File: src/design/smasm_pkg.sv
// ---------------------------------------------------------------------------
// smasm_pkg
// Shared widths, register indexes, mode codes and types of the matrix unit.
// ---------------------------------------------------------------------------
package smasm_pkg;

  localparam int MAX_DIM    = 8;
  localparam int CELLS      = MAX_DIM * MAX_DIM;
  localparam int IDX_W      = $clog2(CELLS);
  localparam int CNT_W      = $clog2(CELLS + 1);
  localparam int POS_W      = 3;
  localparam int DIM_W      = 4;
  localparam int MODE_W     = 2;
  localparam int CFG_DATA_W = 4;
  localparam int CFG_IDX_W  = 1;
  localparam int ELEM_W     = 16;
  localparam int TERM_W     = 2 * ELEM_W + 1;
  localparam int VAL_W      = 35;

  localparam logic [CFG_IDX_W-1:0] REG_DIMENSION = 1'b0;
  localparam logic [CFG_IDX_W-1:0] REG_MODE      = 1'b1;

  localparam logic [MODE_W-1:0] MODE_SUM  = 2'd0;
  localparam logic [MODE_W-1:0] MODE_DIFF = 2'd1;
  localparam logic [MODE_W-1:0] MODE_PROD = 2'd2;

  localparam logic [DIM_W-1:0] DIM_RESET = 4'd8;

  typedef enum logic [2:0] {
    ST_IDLE  = 3'b001,
    ST_RUN   = 3'b010,
    ST_DRAIN = 3'b100
  } state_t;

  typedef struct packed {
    logic             valid;
    logic             first;
    logic             last_k;
    logic             last_mat;
    logic [POS_W-1:0] row;
    logic [POS_W-1:0] col;
  } pipe_tag_t;

endpackage

File: src/design/square_matrix_add_sub_mul_unit.sv
// ---------------------------------------------------------------------------
// square_matrix_add_sub_mul_unit
// Loads two square matrices word by word and streams out A+B, A-B or A*B.
// ---------------------------------------------------------------------------
// An input word is taken at a clock edge with start high and busy low. It
// carries one element and the matrix it belongs to; each matrix fills in
// row-major order and ignores words once it holds dimension squared elements.
// The word that leaves both matrices full starts the output pass: busy rises
// and the result matrix leaves in row-major order, one word per out_strobe
// cycle, with out_last_of_matrix on the final one. The receiver cannot stall,
// so nothing waits on it.
// One multiply-accumulate unit fed by one read port per matrix store sets the
// pass length: the product sums dimension terms for each result element,
// and the sum or difference takes a single term for each.
// Configuration is to be written on the cfg port only while busy is low; the
// block does not enforce this. Reset sets the dimension to eight, the mode to
// sum and both fill counts to zero; the matrix stores are not cleared.
// ---------------------------------------------------------------------------
module square_matrix_add_sub_mul_unit (
  input  logic                                 clk,
  input  logic                                 rst_n,
  input  logic                                 start,
  output logic                                 busy,
  input  logic                                 in_target_is_b,
  input  logic signed [smasm_pkg::ELEM_W-1:0]  in_element_value,
  output logic                                 out_strobe,
  output logic signed [smasm_pkg::VAL_W-1:0]   out_result_value,
  output logic [smasm_pkg::POS_W-1:0]          out_result_row,
  output logic [smasm_pkg::POS_W-1:0]          out_result_column,
  output logic                                 out_last_of_matrix,
  input  logic                                 cfg_we,
  input  logic [smasm_pkg::CFG_IDX_W-1:0]      cfg_index,
  input  logic [smasm_pkg::CFG_DATA_W-1:0]     cfg_data
);

  smasm_pkg::state_t                  state_r, state_nxt;
  logic [smasm_pkg::DIM_W-1:0]        dimension_r;
  logic [smasm_pkg::MODE_W-1:0]       mode_r;
  logic [smasm_pkg::CNT_W-1:0]        cnt_a_r, cnt_a_nxt, cnt_b_r, cnt_b_nxt;
  logic [smasm_pkg::POS_W-1:0]        row_r, row_nxt, col_r, col_nxt, k_r, k_nxt;
  smasm_pkg::pipe_tag_t               tag0, tag1_r, tag2_r;
  logic signed [smasm_pkg::TERM_W-1:0] term_r, term_nxt;
  logic signed [smasm_pkg::VAL_W-1:0] acc_r, acc_sum;
  logic                               out_strobe_r;
  logic signed [smasm_pkg::VAL_W-1:0] out_value_r;
  logic [smasm_pkg::POS_W-1:0]        out_row_r, out_col_r;
  logic                               out_last_r;

  logic [smasm_pkg::DIM_W-1:0]        dim_n;
  logic [smasm_pkg::CNT_W-1:0]        total;
  logic [smasm_pkg::POS_W-1:0]        last_pos, k_end;
  logic                               is_prod, is_diff;
  logic                               accept, we_a, we_b;
  logic [smasm_pkg::CNT_W-1:0]        cnt_a_upd, cnt_b_upd;
  logic [2*smasm_pkg::DIM_W-1:0]      row_base, k_base;
  logic [smasm_pkg::IDX_W-1:0]        raddr_a, raddr_b;
  logic signed [smasm_pkg::ELEM_W-1:0] rdata_a, rdata_b;
  logic signed [2*smasm_pkg::ELEM_W-1:0] product;
  logic signed [smasm_pkg::ELEM_W:0]   sum_diff;
  logic signed [smasm_pkg::VAL_W-1:0]  acc_base;

  // Clamp the dimension to the supported range.
  always_comb begin
    if (dimension_r == '0) begin
      dim_n = smasm_pkg::DIM_W'(1);
    end else if (dimension_r > smasm_pkg::DIM_W'(smasm_pkg::MAX_DIM)) begin
      dim_n = smasm_pkg::DIM_W'(smasm_pkg::MAX_DIM);
    end else begin
      dim_n = dimension_r;
    end
  end

  assign total    = smasm_pkg::CNT_W'(dim_n * dim_n);
  assign last_pos = smasm_pkg::POS_W'(dim_n - smasm_pkg::DIM_W'(1));
  assign is_prod  = mode_r[1];
  assign is_diff  = (mode_r == smasm_pkg::MODE_DIFF);
  assign k_end    = is_prod ? last_pos : '0;

  assign busy   = (state_r != smasm_pkg::ST_IDLE);
  assign accept = start && !busy;
  assign we_a   = accept && !in_target_is_b && (cnt_a_r < total);
  assign we_b   = accept && in_target_is_b && (cnt_b_r < total);

  assign cnt_a_upd = we_a ? cnt_a_r + smasm_pkg::CNT_W'(1) : cnt_a_r;
  assign cnt_b_upd = we_b ? cnt_b_r + smasm_pkg::CNT_W'(1) : cnt_b_r;

  always_comb begin
    state_nxt = state_r;
    cnt_a_nxt = cnt_a_r;
    cnt_b_nxt = cnt_b_r;
    row_nxt   = row_r;
    col_nxt   = col_r;
    k_nxt     = k_r;
    unique case (state_r)
      smasm_pkg::ST_IDLE: begin
        if (accept) begin
          cnt_a_nxt = cnt_a_upd;
          cnt_b_nxt = cnt_b_upd;
          if (cnt_a_upd >= total && cnt_b_upd >= total) begin
            cnt_a_nxt = '0;
            cnt_b_nxt = '0;
            row_nxt   = '0;
            col_nxt   = '0;
            k_nxt     = '0;
            state_nxt = smasm_pkg::ST_RUN;
          end
        end
      end
      smasm_pkg::ST_RUN: begin
        if (k_r != k_end) begin
          k_nxt = k_r + smasm_pkg::POS_W'(1);
        end else begin
          k_nxt = '0;
          if (col_r != last_pos) begin
            col_nxt = col_r + smasm_pkg::POS_W'(1);
          end else begin
            col_nxt = '0;
            if (row_r != last_pos) begin
              row_nxt = row_r + smasm_pkg::POS_W'(1);
            end else begin
              state_nxt = smasm_pkg::ST_DRAIN;
            end
          end
        end
      end
      smasm_pkg::ST_DRAIN: begin
        if (!tag1_r.valid && !tag2_r.valid) begin
          state_nxt = smasm_pkg::ST_IDLE;
        end
      end
      default: begin
        state_nxt = smasm_pkg::ST_IDLE;
      end
    endcase
  end

  // Read addresses for the current step of the sequencer.
  assign row_base = row_r * dim_n;
  assign k_base   = k_r * dim_n;
  assign raddr_a  = is_prod ? smasm_pkg::IDX_W'(row_base + 8'(k_r))
                            : smasm_pkg::IDX_W'(row_base + 8'(col_r));
  assign raddr_b  = is_prod ? smasm_pkg::IDX_W'(k_base + 8'(col_r))
                            : smasm_pkg::IDX_W'(row_base + 8'(col_r));

  always_comb begin
    tag0.valid    = (state_r == smasm_pkg::ST_RUN);
    tag0.first    = (k_r == '0);
    tag0.last_k   = (k_r == k_end);
    tag0.last_mat = (k_r == k_end) && (col_r == last_pos) && (row_r == last_pos);
    tag0.row      = row_r;
    tag0.col      = col_r;
  end

  smasm_ram #(
    .WIDTH (smasm_pkg::ELEM_W),
    .DEPTH (smasm_pkg::CELLS)
  ) u_store_a (
    .clk   (clk),
    .we    (we_a),
    .waddr (cnt_a_r[smasm_pkg::IDX_W-1:0]),
    .wdata (in_element_value),
    .raddr (raddr_a),
    .rdata (rdata_a)
  );

  smasm_ram #(
    .WIDTH (smasm_pkg::ELEM_W),
    .DEPTH (smasm_pkg::CELLS)
  ) u_store_b (
    .clk   (clk),
    .we    (we_b),
    .waddr (cnt_b_r[smasm_pkg::IDX_W-1:0]),
    .wdata (in_element_value),
    .raddr (raddr_b),
    .rdata (rdata_b)
  );

  // Shared arithmetic: one multiplier or one adder, then one accumulator.
  assign product  = rdata_a * rdata_b;
  assign sum_diff = is_diff ? ({rdata_a[smasm_pkg::ELEM_W-1], rdata_a}
                               - {rdata_b[smasm_pkg::ELEM_W-1], rdata_b})
                            : ({rdata_a[smasm_pkg::ELEM_W-1], rdata_a}
                               + {rdata_b[smasm_pkg::ELEM_W-1], rdata_b});
  assign term_nxt = is_prod
    ? {product[2*smasm_pkg::ELEM_W-1], product}
    : {{(smasm_pkg::TERM_W-smasm_pkg::ELEM_W-1){sum_diff[smasm_pkg::ELEM_W]}}, sum_diff};

  assign acc_base = tag2_r.first ? '0 : acc_r;
  assign acc_sum  = acc_base
    + {{(smasm_pkg::VAL_W-smasm_pkg::TERM_W){term_r[smasm_pkg::TERM_W-1]}}, term_r};

  always_ff @(posedge clk) begin
    if (!rst_n) begin
      state_r      <= smasm_pkg::ST_IDLE;
      dimension_r  <= smasm_pkg::DIM_RESET;
      mode_r       <= smasm_pkg::MODE_SUM;
      cnt_a_r      <= '0;
      cnt_b_r      <= '0;
      tag1_r       <= '0;
      tag2_r       <= '0;
      out_strobe_r <= 1'b0;
    end else begin
      state_r      <= state_nxt;
      cnt_a_r      <= cnt_a_nxt;
      cnt_b_r      <= cnt_b_nxt;
      tag1_r       <= tag0;
      tag2_r       <= tag1_r;
      out_strobe_r <= tag2_r.valid && tag2_r.last_k;
      if (cfg_we) begin
        unique case (cfg_index)
          smasm_pkg::REG_DIMENSION: dimension_r <= cfg_data;
          smasm_pkg::REG_MODE:      mode_r <= cfg_data[smasm_pkg::MODE_W-1:0];
        endcase
      end
    end
  end

  always_ff @(posedge clk) begin
    row_r  <= row_nxt;
    col_r  <= col_nxt;
    k_r    <= k_nxt;
    term_r <= term_nxt;
    if (tag2_r.valid) begin
      acc_r <= acc_sum;
      if (tag2_r.last_k) begin
        out_value_r <= acc_sum;
        out_row_r   <= tag2_r.row;
        out_col_r   <= tag2_r.col;
        out_last_r  <= tag2_r.last_mat;
      end
    end
  end

  assign out_strobe         = out_strobe_r;
  assign out_result_value   = out_value_r;
  assign out_result_row     = out_row_r;
  assign out_result_column  = out_col_r;
  assign out_last_of_matrix = out_last_r;

endmodule

File: src/design/smasm_ram.sv
// ---------------------------------------------------------------------------
// smasm_ram
// Generic single-write, single-read RAM with a registered read port.
// ---------------------------------------------------------------------------
module smasm_ram #(
  parameter int WIDTH = 16,
  parameter int DEPTH = 64
) (
  input  logic                     clk,
  input  logic                     we,
  input  logic [$clog2(DEPTH)-1:0] waddr,
  input  logic [WIDTH-1:0]         wdata,
  input  logic [$clog2(DEPTH)-1:0] raddr,
  output logic [WIDTH-1:0]         rdata
);

  logic [WIDTH-1:0] mem [DEPTH];

  always_ff @(posedge clk) begin
    if (we) begin
      mem[waddr] <= wdata;
    end
    rdata <= mem[raddr];
  end

endmodule

File: config.mk
export PLATFORM = sky130hd
export DESIGN_NAME = square_matrix_add_sub_mul_unit
export DESIGN_NICKNAME = d
export VERILOG_FILES = /design/src/design/smasm_pkg.sv /design/src/design/square_matrix_add_sub_mul_unit.sv /design/src/design/smasm_ram.sv
export SDC_FILE = /design/constraint.sdc
export NUM_CORES = 2
export LEC_CHECK = 0
export BUFFER_PORTS_ARGS = -buffer_cell sky130_fd_sc_hd__buf_2
export CORE_MARGIN = 2
export CORE_UTILIZATION = 57
export DETAILED_ROUTE_END_ITERATION = 12
export GPL_ROUTABILITY_DRIVEN = 0
export PLACE_DENSITY = 0.73
export SYNTH_ARGS = -nofsm -noshare
export SYNTH_HDL_FRONTEND = slang
export SYNTH_SLANG_ARGS = --single-unit
export TNS_END_PERCENT = 100
File: constraint.sdc
create_clock -name clk -period 6.5 [get_ports clk]
set_input_delay 1.3 -clock clk [delete_from_list [all_inputs] [get_ports clk]]
set_output_delay 1.3 -clock clk [all_outputs]
set_load 0.01 [all_outputs]
==> results.yml <==
status:
  status: "finished clean"
clock_tree:
  cts_sinks: 2242
  clk_pin_slew_ps: 60
  cts_buffer_depth: 3
  cts_setup_buffers: 0
  cts-root-buf: "clkbuf_16"
  cts_tree: "done"
  cts_buffers: 211
  insertion_delay_ps: 880
  htreeDepth: 4
die:
  core_area_um2: 174000
  rows: 153
  die_area_um2: 178000
  die_h_um: 422
  start_util_pct: 57.3
  die_x_um: 422
  ios: 70
drt:
  num_vias: 53410
  wirelength_mm: 233
  routedWlPerCell_um: 27.1
  drtIter0Drc: 5888
  drt.antenna.violating_nets: 0
  drc: 0
  drtPass1Iterations: 5
  drt-vias-per-instance: 6.21
sta:
  drv_slew: 0
  worst_slew_pin_slew_ps: 1140
  finalSetupViolCount: 0
  min_period_ps: 6220
  skew_ps: 42.4
  finalWorstSetupSlack_ps: 279
  slew_headroom_pct: 23.8
  maxClockFrequency_ghz: 0.161
  fin_crit_sh_pct: 95.7
  setup_tns_ps: 0
  hold_violations: 0
cells_and_area:
  drive_gt1_share_pct: 20.1
  seq_area_um2: 66300
  layout.nets: 6570
  multi_input_area_um2: 31000
  fill_cells: 11711
  synthToLayoutAreaGrowth_pct: 12.1
  fin_area_um2: 112000
job:
  cap_violations: 0
synth:
  synth_top_family_by_area: "multiplexers"
  synthXorXnorAreaFrac_pct: 1.14
  synth_seq_cells: 2242
  synth-compound-area-share_pct: 3.82
  synth_cells: 5782
  ys_seq_area_share_pct: 66.6
  yosysTopAreaCellShare_pct: 64.4
  synthSimpleGateAreaFrac_pct: 5.38
  synth_edf_count: 2134
  ys_warn_count: 0
  synthesis.area_um2: 99500
  synth_area_leaders: "edfxtp_1, mux4_2, fa_1"
  async_flop_share_pct: 0
  avgSynthCellArea_um2: 17.2
  synth_commonest_cells: "edfxtp_1, mux4_2, nand2_1, inv_1, fa_1"
  synth.area.mux_share_pct: 12.8
  synthFlopType: "edfxtp_1"
  yosysMostFrequentCell: "edfxtp_1"
  yosys.cell_types.count: 73
  synthAdderAreaFrac_pct: 7.80
  synth_top_area_cell: "edfxtp_1"
place:
  pre_cts_slack_ps: 118
  place_hpwl_mm: 147
  placed_area_um2: 105000
  port_buffers: 69
setup_path:
  cp_common_cell: "fa_1"
  cp_slowest_cell: "fa_2"
  crit_required_ps: 7280
  worstSetupPathType: "register to register"
  slowest_delay_ps: 640
  worstSetupStartpointType: "register"
  endpoint_kind: "register"
  crit_chain: "buf_4, nand2_1, inv_1, fa_2, inv_1, fa_1, fa_1, fa_1, inv_1, fa_1, fa_1, ha_1, a21o_1, a21o_1, a21oi_2, o221ai_2, o31a_1, o31a_1, o21a_1, o21a_1, o31ai_1"
  crit_fanout: 6
  critPathArrivalTime_ps: 7000
grt:
  grt_start_max_net_pins: 97
  grt_pass1_wl_mm: 350
  antenna_found_initial: 7
  overflow: 0
  grt_pass1_vias: 54445
  track_usage_pct: 26.5
hold_path:
  hp-class: "register to register"
[critical path, delay by kind of cell, from the launching register on]
kind / cells / cell delay [ps]
fa+ha+maj: 7 / 3420
compound gates: 9 / 1820
buf+inv: 4 / 420
flops: 1 / 330
simple gates: 1 / 120
[path summary, 6_finish.rpt]
| path | start | endpoint | depth (start not counted) | slack, ps |
|---|---|---|---|---|
| worst min-delay path | tag2_r[5]$_SDFF_PN0_ | out_result_row[2]$_DFFE_PP_ | 0 | 410 |
| worst max register to register | u_store_b.rdata[1]$_DFF_P_ | term_r[29]$_DFF_P_ | 21 | 280 |
| worst max-delay path | u_store_b.rdata[1]$_DFF_P_ | term_r[29]$_DFF_P_ | 21 | 280 |
| worst min register to register | tag2_r[5]$_SDFF_PN0_ | out_result_row[2]$_DFFE_PP_ | 0 | 410 |
[layout by cell type (no fill, tap or decap), types with 24 or more instances in the layout]
| cell | instances |
|---|---|
| mux4_2 | 512 |
| clkbuf_1 | 35 |
| a211oi_1 | 133 |
| a21o_1 | 36 |
| clkinv_1 | 57 |
| nor2_1 | 215 |
| nand2_1 | 388 |
| nand2b_1 | 24 |
| edfxtp_1 | 2134 |
| buf_12 | 27 |
| xor2_1 | 40 |
| clkinv_2 | 36 |
| buf_2 | 53 |
| inv_1 | 350 |
| a21oi_1 | 188 |
| a311oi_1 | 50 |
| clkbuf_16 | 211 |
| ha_1 | 182 |
| mux2i_1 | 115 |
| o21ai_0 | 60 |
| fa_1 | 273 |
| and2_1 | 196 |
| nand3_1 | 71 |
| buf_4 | 303 |
| dfxtp_1 | 100 |
| nor2b_1 | 70 |
| xnor2_1 | 86 |
| and3_1 | 37 |
[per-layer routing]
metal / track usage, % / wire (um)
met2: 41.3 / 111000
met1: 38.3 / 94400
met4: 7.88 / 6390
met5: 0 / 20
met3: 5.42 / 21200
[registers in the layout, summed over array words and instances, names as in the netlist, 4 cells and up]
register and flops:
term_r 32, dimension_r 4, u_store_a.mem 1024, tag1_r 10
u_store_b.mem 1024, u_store_a.rdata 16, tag2_r 10, out_result_value 35
cnt_a_r 7, u_store_b.rdata 16, acc_r 35, cnt_b_r 7
[layout make-up]
type	instances	area share, %
Multi-Input combinational cell	2897	27.8
Tap cell	2325	2.61
Clock buffer	252	4.92
Sequential cell	2242	59.4
Inverter	353	1.19
Timing Repair Buffer	383	2.76
Clock inverter	143	1.34
Antenna cell	4	0.00897
[repair_timing]
action,CTS,global route
resized for setup,0,10
endpoints found under the setup margin,0,4
hold buffers,0,0
[kinds of logic after synthesis]
logic type / Yosys count
flip-flops: 2242
other: 1
AND/OR/NAND/NOR: 1101
buffers and inverters: 644
adder cells (fa/ha/maj): 456
AO/OA/AOI/OAI: 578
XOR/XNOR: 130
multiplexers: 630
[stage by stage]
step           util, %  hold WS, ps  cells
2_1_floorplan        -          386   5783
4_1_cts           64.2          411   8595
3_3_place_gp      60.2          391   8200
5_1_grt           64.2          415   8599
6_report          64.2          411   8599
3_5_place_dp      60.2          390   8200
Power is left out: the tool's default activity adds up to more than one toggle a clock period on the data nets, which glitch-free logic cannot reach.
